**src/sv/tq_pkg.sv**
```systemverilog
package tq_pkg;

    localparam int QUEUE_DEPTH_DEF = 16;
    localparam int MAX_PAYLOAD = 4;
    localparam int OUT_BYTES = 4;
    localparam logic [2:0] PAYLOAD_LIMIT =
        3'((MAX_PAYLOAD < OUT_BYTES) ? MAX_PAYLOAD : OUT_BYTES);

    localparam int IN_DATA_W = 112;
    localparam int OUT_DATA_W = 48;

    // Request operations
    localparam logic OP_ENQUEUE = 1'b0;
    localparam logic OP_CTS = 1'b1;

    // Result kinds
    localparam logic [1:0] KIND_ACK = 2'd0;
    localparam logic [1:0] KIND_SENT = 2'd1;
    localparam logic [1:0] KIND_NONE = 2'd2;

    typedef struct packed {
        logic            operation;
        logic [31:0]     now_ms;
        logic [7:0]      msg_type;
        logic [31:0]     send_time;
        logic [2:0]      payload_length;
        logic [3:0][7:0] payload_bytes;
    } req_t;

    typedef struct packed {
        logic [31:0]     send_time;
        logic [7:0]      msg_type;
        logic [2:0]      length;
        logic [3:0][7:0] payload;
    } entry_t;

    typedef struct packed {
        logic [1:0]      kind;
        logic            dropped;
        logic [7:0]      out_type;
        logic [2:0]      out_length;
        logic [3:0][7:0] out_bytes;
    } result_t;

endpackage

```
**src/sv/timed_transmit_queue.sv**
```systemverilog
// Timed transmit queue with drop-oldest overflow.
// Requests enter on the s_ channel: s_tuser selects enqueue (0) or clear to send (1),
// s_tdata carries the time and message fields. Every request yields exactly one
// result on the m_ channel, with the result kind in m_tuser.
// An enqueue appends the message; when the queue is full the oldest entry is
// overwritten and the result flags the drop. Its result is registered in tq_ctrl
// and then handed to the output register.
// A clear to send reads the entries from the oldest one, one per cycle, and
// takes the first whose send time is zero or not later than now_ms. Entries
// behind it are then moved up one place, one per cycle, through the single
// entry memory. A clear to send thus works through the entries held in the
// queue one at a time, as the single read port and single write port of that
// memory allow.
// One request is in work at a time; the next is accepted as soon as the
// previous result has been handed to the output register.
// Reset empties the queue at once; entry contents are not cleared.
// When the receiver stalls, the output register holds its result; one more
// request can be accepted and worked on, then s_tready stays low until the
// register frees up.
module timed_transmit_queue #(
    parameter int QUEUE_DEPTH = tq_pkg::QUEUE_DEPTH_DEF
) (
    input  logic                          clk,
    input  logic                          rst_n,
    input  logic                          s_tvalid,
    output logic                          s_tready,
    // [31:0] now_ms, [39:32] msg_type, [71:40] send_time, [74:72] payload_length,
    // [82:75] payload_byte0, [90:83] payload_byte1, [98:91] payload_byte2,
    // [106:99] payload_byte3, [111:107] zero
    input  logic [tq_pkg::IN_DATA_W-1:0]  s_tdata,
    // [0] operation
    input  logic [0:0]                    s_tuser,
    output logic                          m_tvalid,
    input  logic                          m_tready,
    // [0] overflow_dropped, [8:1] out_type, [11:9] out_length, [19:12] out_byte0,
    // [27:20] out_byte1, [35:28] out_byte2, [43:36] out_byte3, [47:44] zero
    output logic [tq_pkg::OUT_DATA_W-1:0] m_tdata,
    // [1:0] result_kind
    output logic [1:0]                    m_tuser
);

    localparam int AW = (QUEUE_DEPTH > 1) ? $clog2(QUEUE_DEPTH) : 1;

    tq_pkg::req_t    req;
    tq_pkg::result_t res;
    tq_pkg::result_t out_reg;
    logic            out_valid_reg;
    logic            push;
    logic            out_free;

    logic            mem_we;
    logic [AW-1:0]   mem_waddr;
    logic [AW-1:0]   mem_raddr;
    tq_pkg::entry_t  mem_wdata;
    tq_pkg::entry_t  mem_rdata;

    always_comb
    begin
        req.operation = s_tuser[0];
        req.now_ms = s_tdata[31:0];
        req.msg_type = s_tdata[39:32];
        req.send_time = s_tdata[71:40];
        req.payload_length = s_tdata[74:72];
        req.payload_bytes[0] = s_tdata[82:75];
        req.payload_bytes[1] = s_tdata[90:83];
        req.payload_bytes[2] = s_tdata[98:91];
        req.payload_bytes[3] = s_tdata[106:99];
    end

    tq_ctrl #(
        .DEPTH (QUEUE_DEPTH),
        .AW    (AW)
    ) u_ctrl (
        .clk       (clk),
        .rst_n     (rst_n),
        .in_valid  (s_tvalid),
        .in_ready  (s_tready),
        .req       (req),
        .push      (push),
        .out_free  (out_free),
        .res       (res),
        .mem_we    (mem_we),
        .mem_waddr (mem_waddr),
        .mem_wdata (mem_wdata),
        .mem_raddr (mem_raddr),
        .mem_rdata (mem_rdata)
    );

    tq_mem #(
        .DEPTH (QUEUE_DEPTH),
        .AW    (AW)
    ) u_mem (
        .clk   (clk),
        .we    (mem_we),
        .waddr (mem_waddr),
        .wdata (mem_wdata),
        .raddr (mem_raddr),
        .rdata (mem_rdata)
    );

    // The output register can take a new result when empty or being drained.
    assign out_free = !out_valid_reg || m_tready;

    always_ff @(posedge clk or negedge rst_n)
    begin
        if (!rst_n)
        begin
            out_valid_reg <= 1'b0;
        end
        else if (push && out_free)
        begin
            out_valid_reg <= 1'b1;
        end
        else if (m_tready)
        begin
            out_valid_reg <= 1'b0;
        end
    end

    always_ff @(posedge clk)
    begin
        if (push && out_free)
        begin
            out_reg <= res;
        end
    end

    assign m_tvalid = out_valid_reg;
    assign m_tuser = out_reg.kind;
    assign m_tdata = {4'h0, out_reg.out_bytes[3], out_reg.out_bytes[2],
                      out_reg.out_bytes[1], out_reg.out_bytes[0],
                      out_reg.out_length, out_reg.out_type, out_reg.dropped};

endmodule

```
**src/sv/tq_mem.sv**
```systemverilog
module tq_mem #(
    parameter int DEPTH = tq_pkg::QUEUE_DEPTH_DEF,
    parameter int AW = (DEPTH > 1) ? $clog2(DEPTH) : 1
) (
    input  logic            clk,
    input  logic            we,
    input  logic [AW-1:0]   waddr,
    input  tq_pkg::entry_t  wdata,
    input  logic [AW-1:0]   raddr,
    output tq_pkg::entry_t  rdata
);

    tq_pkg::entry_t ram [DEPTH];
    tq_pkg::entry_t rdata_reg;

    always_ff @(posedge clk)
    begin
        if (we)
        begin
            ram[waddr] <= wdata;
        end
        rdata_reg <= ram[raddr];
    end

    assign rdata = rdata_reg;

endmodule

```
**src/sv/tq_ctrl.sv**
```systemverilog
module tq_ctrl #(
    parameter int DEPTH = tq_pkg::QUEUE_DEPTH_DEF,
    parameter int AW = (DEPTH > 1) ? $clog2(DEPTH) : 1
) (
    input  logic             clk,
    input  logic             rst_n,
    input  logic             in_valid,
    output logic             in_ready,
    input  tq_pkg::req_t     req,
    output logic             push,
    input  logic             out_free,
    output tq_pkg::result_t  res,
    output logic             mem_we,
    output logic [AW-1:0]    mem_waddr,
    output tq_pkg::entry_t   mem_wdata,
    output logic [AW-1:0]    mem_raddr,
    input  tq_pkg::entry_t   mem_rdata
);

    localparam int CW = $clog2(DEPTH + 1);

    localparam logic [1:0] ST_IDLE = 2'd0;
    localparam logic [1:0] ST_SCAN = 2'd1;
    localparam logic [1:0] ST_SHIFT = 2'd2;
    localparam logic [1:0] ST_PUSH = 2'd3;

    logic [1:0]      state_reg, state_next;
    logic [AW-1:0]   head_reg, head_next;
    logic [CW-1:0]   count_reg, count_next;
    logic [CW-1:0]   idx_reg, idx_next;
    logic [31:0]     now_reg, now_next;
    tq_pkg::result_t res_reg, res_next;

    logic [2:0]      len_sat;
    tq_pkg::entry_t  new_entry;
    logic [CW-1:0]   idx_p1, idx_p2;

    // Physical slot of a queue position counted from the head.
    function automatic logic [AW-1:0] slot_of(input logic [AW-1:0] head,
                                              input logic [CW-1:0] off);
        logic [CW:0] sum;
        sum = (CW+1)'(head) + (CW+1)'(off);
        if (sum >= (CW+1)'(DEPTH))
        begin
            sum = sum - (CW+1)'(DEPTH);
        end
        return sum[AW-1:0];
    endfunction

    assign idx_p1 = idx_reg + CW'(1);
    assign idx_p2 = idx_reg + CW'(2);

    always_comb
    begin
        len_sat = (req.payload_length > tq_pkg::PAYLOAD_LIMIT) ?
                  tq_pkg::PAYLOAD_LIMIT : req.payload_length;
        new_entry.send_time = req.send_time;
        new_entry.msg_type = req.msg_type;
        new_entry.length = len_sat;
        for (int b = 0; b < tq_pkg::OUT_BYTES; b++)
        begin
            new_entry.payload[b] = (3'(b) < len_sat) ? req.payload_bytes[b] : 8'h00;
        end
    end

    always_comb
    begin
        state_next = state_reg;
        head_next = head_reg;
        count_next = count_reg;
        idx_next = idx_reg;
        now_next = now_reg;
        res_next = res_reg;
        in_ready = 1'b0;
        push = 1'b0;
        mem_we = 1'b0;
        mem_waddr = head_reg;
        mem_wdata = new_entry;
        mem_raddr = head_reg;

        case (state_reg)
            ST_IDLE:
            begin
                in_ready = 1'b1;
                if (in_valid)
                begin
                    if (req.operation == tq_pkg::OP_ENQUEUE)
                    begin
                        mem_we = 1'b1;
                        res_next = '0;
                        res_next.kind = tq_pkg::KIND_ACK;
                        if (count_reg == CW'(DEPTH))
                        begin
                            // Full: the new entry takes the oldest slot.
                            mem_waddr = head_reg;
                            head_next = slot_of(head_reg, CW'(1));
                            res_next.dropped = 1'b1;
                        end
                        else
                        begin
                            mem_waddr = slot_of(head_reg, count_reg);
                            count_next = count_reg + CW'(1);
                        end
                        state_next = ST_PUSH;
                    end
                    else
                    begin
                        now_next = req.now_ms;
                        idx_next = '0;
                        if (count_reg == '0)
                        begin
                            res_next = '0;
                            res_next.kind = tq_pkg::KIND_NONE;
                            state_next = ST_PUSH;
                        end
                        else
                        begin
                            mem_raddr = head_reg;
                            state_next = ST_SCAN;
                        end
                    end
                end
            end

            ST_SCAN:
            begin
                mem_raddr = slot_of(head_reg, idx_p1);
                if (mem_rdata.send_time <= now_reg)
                begin
                    res_next.kind = tq_pkg::KIND_SENT;
                    res_next.dropped = 1'b0;
                    res_next.out_type = mem_rdata.msg_type;
                    res_next.out_length = mem_rdata.length;
                    res_next.out_bytes = mem_rdata.payload;
                    if (idx_reg == '0)
                    begin
                        head_next = slot_of(head_reg, CW'(1));
                        count_next = count_reg - CW'(1);
                        state_next = ST_PUSH;
                    end
                    else if (idx_p1 == count_reg)
                    begin
                        count_next = count_reg - CW'(1);
                        state_next = ST_PUSH;
                    end
                    else
                    begin
                        state_next = ST_SHIFT;
                    end
                end
                else if (idx_p1 == count_reg)
                begin
                    res_next = '0;
                    res_next.kind = tq_pkg::KIND_NONE;
                    state_next = ST_PUSH;
                end
                else
                begin
                    idx_next = idx_p1;
                end
            end

            ST_SHIFT:
            begin
                // Read data holds the entry one place behind the write slot.
                mem_we = 1'b1;
                mem_waddr = slot_of(head_reg, idx_reg);
                mem_wdata = mem_rdata;
                mem_raddr = slot_of(head_reg, idx_p2);
                if (idx_p2 == count_reg)
                begin
                    count_next = count_reg - CW'(1);
                    state_next = ST_PUSH;
                end
                else
                begin
                    idx_next = idx_p1;
                end
            end

            ST_PUSH:
            begin
                push = 1'b1;
                if (out_free)
                begin
                    state_next = ST_IDLE;
                end
            end

            default:
            begin
                state_next = ST_IDLE;
            end
        endcase
    end

    always_ff @(posedge clk or negedge rst_n)
    begin
        if (!rst_n)
        begin
            state_reg <= ST_IDLE;
            head_reg <= '0;
            count_reg <= '0;
            idx_reg <= '0;
        end
        else
        begin
            state_reg <= state_next;
            head_reg <= head_next;
            count_reg <= count_next;
            idx_reg <= idx_next;
        end
    end

    always_ff @(posedge clk)
    begin
        now_reg <= now_next;
        res_reg <= res_next;
    end

    assign res = res_reg;

endmodule

```
**config.mk**
```make
export PLATFORM = sky130hd
export DESIGN_NAME = timed_transmit_queue
export DESIGN_NICKNAME = d
export VERILOG_FILES = /design/src/sv/tq_pkg.sv /design/src/sv/timed_transmit_queue.sv /design/src/sv/tq_mem.sv /design/src/sv/tq_ctrl.sv
export SDC_FILE = /design/constraint.sdc
export NUM_CORES = 1
export LEC_CHECK = 0
export ABC_AREA = 1
export BUFFER_PORTS_ARGS = -buffer_cell sky130_fd_sc_hd__buf_2
export CELL_PAD_IN_SITES_DETAIL_PLACEMENT = 0
export CELL_PAD_IN_SITES_GLOBAL_PLACEMENT = 2
export CORE_ASPECT_RATIO = 1.2
export CORE_MARGIN = 4
export CORE_UTILIZATION = 45
export DETAILED_ROUTE_END_ITERATION = 7
export MAX_ROUTING_LAYER = met4
export PLACE_DENSITY = 0.89
export REMOVE_ABC_BUFFERS = 1
export SLEW_MARGIN = 10
export SYNTH_ARGS = -nofsm -noshare
export SYNTH_HDL_FRONTEND = slang
export SYNTH_SLANG_ARGS = --single-unit
```
**constraint.sdc**
```tcl
create_clock -name clk -period 12.2 [get_ports clk]
set_clock_uncertainty 0.15 [all_clocks]
set_input_delay 1.83 -clock clk [delete_from_list [all_inputs] [get_ports clk]]
set_output_delay 1.83 -clock clk [all_outputs]
set_load 0.005 [all_outputs]
```
==> results of run 1 <==
cell families after synthesis:
group                      after synthesis
xor gates and xnor gates                23
DFF                                   1416
and+or+nand+nor                        986
buffers and inverters                 1018
AOI/OAI and AO/OA                     1225
other                                    1
adders and majority gates               56
per-layer routing:
layer | routed length, um | up-vias | global-route usage [%] | part of all wire, %
met3 | 7646 | 197 | 2.987 | 5.5
met4 | 2700 | 0 | 5.044 | 2.0
met1 | 59250 | 17330 | 26.94 | 43
met5 | 0 | - | - | 0
met2 | 68340 | 984 | 34.77 | 50
li1 | - | 16930 | - | -
cell usage in the layout (no fill, tap or decap), drive strengths merged, types with 4 or more instances in the layout:
| cell | n |
|---|---|
| a21oi | 474 |
| ha | 52 |
| xor2 | 13 |
| dfxtp | 75 |
| fa | 4 |
| edfxtp | 1324 |
| bufinv | 8 |
| xnor2 | 10 |
| clkinv | 33 |
| dfrtp | 17 |
| nand3 | 211 |
| conb | 4 |
| o211ai | 302 |
| nand4 | 82 |
| inv | 736 |
| clkbuf | 213 |
| o21ai | 441 |
| nand2 | 594 |
| nor2 | 93 |
| buf | 262 |
path summary, 6_finish.rpt:
check	start	end	slack, ps	cells after the start
worst max-delay path	u_ctrl.state_reg[0]	u_mem.rdata[12]	6280	15
worst min-delay path	u_ctrl.res[13]	m_tdata[25]	260	0
worst max register to register	u_ctrl.state_reg[0]	u_mem.rdata[12]	6280	15
worst min register to register	u_ctrl.res[13]	m_tdata[25]	260	0
max in group asynchronous	rst_n	u_ctrl.idx_reg[1]	10690	1
min in group asynchronous	rst_n	m_tvalid	880	1
through the flow:
stage	instance area, um^2	std cells	setup TNS (ps)
after global routing	65150	6632	0
final	65150	6632	0
after floorplan	56550	4440	-1981360
after detailed placement	60440	6369	0
after global placement	60440	6369	0
after CTS	65150	6632	0
final cells by class:
cell class                      instances  area (um^2)  share of cell area [%]
Timing Repair Buffer                  262         1619                   2.485
Clock inverter                         50        556.8                  0.8546
Clock buffer                          213         4150                   6.370
Multi-Input combinational cell       2294        12300                   18.88
Inverter                              730         2750                   4.221
Sequential cell                      1416        41690                   63.98
Tap cell                             1667         2086                   3.202
==> results.toml, run 1 <==
[final_layout]
nFillCells = 10800
insertedDiodeCount = 0
fin_util_pct = 51.21
fin_nets = 5020
area_delta_synth_final_pct = 12.51
drive_gt1_share_pct = 10.23
largest_register_ffs = 1200

[global_route]
grt_pass1_vias = 33860
track_usage_pct = 20.78
grt_max_degree = 263
overflow = 0
grt_pass1_wl_mm = 206.1
antenna_found_initial = 1

[clock_tree]
clock_latency_ps = 760
root_buffer = "clkbuf_16"
postCtsHoldBufs = 0
numCtsBuffers = 143
htreeDepth = 4
clk_pin_slew_ps = 60
postCtsSetupRepairBufs = 0
cts.repair.resized = 0
cts.sinks = 1416
cts_tree = "yes"
max-clock-path-buffers = 3

[yosys]
yosys.cell_count.top_type = "edfxtp_1"
synthAdderAreaFrac_pct = 1.262
synthSimpleGateAreaFrac_pct = 7.247
synth_top_family_by_area = "compound AO/OA/AOI/OAI gates"
synthMuxAreaShare_pct = 0
synth-compound-area-share_pct = 12.02
async_flop_share_pct = 1.201
syn_avg_cell_area_um2 = 12.26
synth_seq_area_share_pct = 71.99
yosysTopAreaCell = "edfxtp_1"
synth_top_area_share_pct = 68.66
synthTopCellsByCount = "1324 x edfxtp_1, 729 x inv_1, 592 x nand2_1"
synth-seq-cells = 1416
synth_ff_type = "edfxtp_1"
synth-edff-count = 1324
synth_area_um2 = 57910
synth_cell_types = 37
syn_inst = 4725
ys.warnings.count = 0
synth.top_cells.by_area = "edfxtp_1 69%, inv_1 4.7%, a21oi_1 4.1%"
synthXorXnorAreaFrac_pct = 0.3803

[place]
io_buffer_count = 159
place_ws_ps = 6007
gp_congestion = 0.7736
dp_hpwl_mm = 68.19

[floorplan]
boundaryPins = 169
rows = 143
die_x_um = 335.5
coreArea_um2 = 127200
die_h_um = 401.0
initial_utilization_pct = 45.52
dieArea_um2 = 134500

[sta]
setup_viol = 0
finalHoldViolCount = 0
whs_ps = 263.4
slew_violations = 0
timing.fmax_mhz = 169.0
min_period_ps = 5917
setup_ws_ps = 6283
slew_headroom_pct = 22.09
worst_slew_pin_slew_ps = 1166
timing.final.crit_share_pct = 48.50
rsz0062_at_grt = "false"

[setup_path]
cpLargestDelayFamily = "buffers and inverters"
worstSetupStartpointType = "flop"
max_stage_delay_ps = 900
worstPathRequired_ps = 12690
critPathArrivalTime_ps = 6410
path_buf_inv = 6
cp-end-kind = "flop"
critPathKind = "flop to flop"
path_cells = "inv_1 -> ha_2 -> inv_6 -> buf_4 -> o21ai_0 -> fa_1 -> xnor2_1 -> nand2_1 -> o21ai_4 -> buf_4 -> buf_4 -> buf_4 -> nand3_1 -> nand4_1 -> nand2_1"
crit_slowest_cell = "buf_4"
worst-path-max-fanout = 56
cpMostUsedCell = "buf_4"

[detailed_routing]
num_vias = 35450
routed_wl_mm = 137.9
drc = 0
first_pass_iters = 8
wire_per_inst_um = 20.80
via_per_inst = 5.345
drt_iter0_drc = 3041
ant_nets = 0

[min_path]
hold_path.class = "flop to flop"

[outcome]
status = "completed"

[run]
drv_cap = 0
Power of run 1 is not shown: default switching activity piles up to over one toggle a cycle in this logic, so the estimate is an artifact.
==> inputs of run 2 (changes only) <==
--- a/config.mk
+++ b/config.mk
@@ -11,10 +11,10 @@
 export CELL_PAD_IN_SITES_GLOBAL_PLACEMENT = 2
 export CORE_ASPECT_RATIO = 1.2
 export CORE_MARGIN = 4
-export CORE_UTILIZATION = 45
+export CORE_UTILIZATION = 43
 export DETAILED_ROUTE_END_ITERATION = 7
 export MAX_ROUTING_LAYER = met4
-export PLACE_DENSITY = 0.89
+export PLACE_DENSITY = 0.85
 export REMOVE_ABC_BUFFERS = 1
 export SLEW_MARGIN = 10
 export SYNTH_ARGS = -nofsm -noshare
==> constraint.sdc (replaced) <==
create_clock -name clk -period 6.2 [get_ports clk]
set_clock_uncertainty 0.15 [all_clocks]
set_input_delay 0.93 -clock clk [delete_from_list [all_inputs] [get_ports clk]]
set_output_delay 0.93 -clock clk [all_outputs]
set_load 0.005 [all_outputs]
==> results.toml, run 2 (synthesized netlist as in run 1, its figures left out) <==
[outcome]
status = "completed"

[place]
gp_congestion = 0.7524
dp_hpwl_mm = 71.10
io_buffer_count = 159
place_ws_ps = 1584
dpl.cell_count = 6492
placed_area_um2 = 60860

[sta]
slew_headroom_pct = 7.112
rsz0062_at_grt = "false"
tns_ps = 0
worst_slew_pin_slew_ps = 1393
timing.fmax_mhz = 214.3
setup_ws_ps = 1533
slew_violations = 0
finalHoldViolCount = 0
min_period_ps = 4667
timing.final.crit_share_pct = 75.27
setup_viol = 0

[clock_tree]
numCtsBuffers = 143
cts_tree = "yes"
clock_latency_ps = 770
htreeDepth = 4
cts.sinks = 1416
postCtsSetupRepairBufs = 0
root_buffer = "clkbuf_16"
max-clock-path-buffers = 3
clk_pin_slew_ps = 60

[final_layout]
drive_gt1_share_pct = 10.07
layout_commonest_cell = "edfxtp_1"
area_delta_synth_final_pct = 12.75
insertedDiodeCount = 0
largest_register_ffs = 1200
nFillCells = 11690
fin_nets = 5023
stdcell_count = 6752
final_cell_mix = "1324 x edfxtp_1, 727 x inv_1, 590 x nand2_1"
final_area_um2 = 65290

[setup_path]
max_stage_delay_ps = 700
cpLargestDelayFamily = "buffers and inverters"
critPathKind = "flop to flop"
worstPathRequired_ps = 6740
cp-startpoint = "u_ctrl.state_reg[0]"
cp-end-kind = "flop"
r2r-start = "u_ctrl.state_reg[0]"
worstSetupStartpointType = "flop"
worst-path-max-fanout = 53
critPathArrivalTime_ps = 5200
path_cells = "inv_1 -> ha_2 -> buf_4 -> o21ai_0 -> ha_1 -> a21oi_1 -> inv_1 -> o21ai_1 -> nand2_4 -> nand2_4 -> buf_12 -> o21ai_0 -> nand2_1"
crit_slowest_cell = "buf_4"
path_buf_inv = 4

[detailed_routing]
wire_per_inst_um = 20.80
num_vias = 35290
drc = 0
routed_wl_mm = 140.4
drt_iter0_drc = 2967
ant_nets = 0
first_pass_iters = 5
via_per_inst = 5.227

[floorplan]
coreArea_um2 = 133700
dieArea_um2 = 140600
die_x_um = 343.0
boundaryPins = 169
rows = 147
die_h_um = 410.0
initial_utilization_pct = 43.31

[global_route]
track_usage_pct = 20.45
overflow = 0
grt_max_degree = 269
grt_pass1_vias = 33540
antenna_found_initial = 2
grt_pass1_wl_mm = 209.7

[min_path]
hp-start = "s_tdata[7]"
hold_path.class = "input port to flop"

[run]
drv_cap = 0
-- run 2: changes by cell type in the layout (fill, tap and decap cells not counted) --
cell	change
buf_12	+20
buf_4	-18
clkinv_1	+11
clkbuf_8	-7
clkinv_2	+6
bufinv_16	-5
clkbuf_1	-5
clkbuf_16	-4
clkinv_8	+4
inv_16	-2
clkinvlp_4	-1
dlygate4sd3_1	+1
inv_6	-1
-- run 2: worst paths after layout --
| kind | to | slack, ps | cells past startpoint |
|---|---|---|---|
| max | u_mem.rdata[6] | 1530 | 13 |
| min | u_ctrl.now_reg[7] | 190 | 1 |
| max reg2reg | u_mem.rdata[6] | 1530 | 13 |
| min reg2reg | m_tdata[40] | 260 | 0 |
| max in group asynchronous | u_ctrl.count_reg[1] | 5050 | 2 |
| min in group asynchronous | u_ctrl.state_reg[0] | 520 | 2 |
-- run 2: final cells by class --
cell class | count | area, um^2 | share of cell area, %
Timing Repair Buffer | 265 | 1894 | 2.901
Multi-Input combinational cell | 2294 | 12300 | 18.84
Tap cell | 1788 | 2237 | 3.426
Clock buffer | 197 | 3935 | 6.027
Clock inverter | 62 | 486.7 | 0.7455
Inverter | 730 | 2750 | 4.212
Sequential cell | 1416 | 41690 | 63.85
-- run 2: worst register-to-register path, cell delays in order, from the launching register on --
cell and delay, ps:
dfrtp_1 420, inv_1 100, ha_2 230, buf_4 700
o21ai_0 260, ha_1 350, a21oi_1 160, inv_1 70
o21ai_1 260, nand2_4 470, nand2_4 660, buf_12 460
o21ai_0 210, nand2_1 100
-- run 2: routing by layer --
layer	routed length [um]	part of all wire (%)	vias up	track usage, %
li1	-	-	16940	-
met1	60290	43	17250	26.42
met2	69470	49	897	33.95
met3	7262	5.2	203	2.984
met4	3425	2.4	0	5.674
met5	0	0	-	-
-- run 2: stage by stage --
step,utilization [%],hold slack [ps]
finish,48.83,190.3
global route,48.83,139.6
CTS,48.83,124.9
detailed placement,45.51,254.5
global placement,45.51,251.2
floorplan,-,250.3
-- run 2: timing repair --
item	4_1_cts	5_1_grt
hold buffers	1	0
resized for setup	0	0
endpoints found under the setup margin	0	0
endpoints found under the hold margin	17	0
Power of run 2 is left out for the same reason.
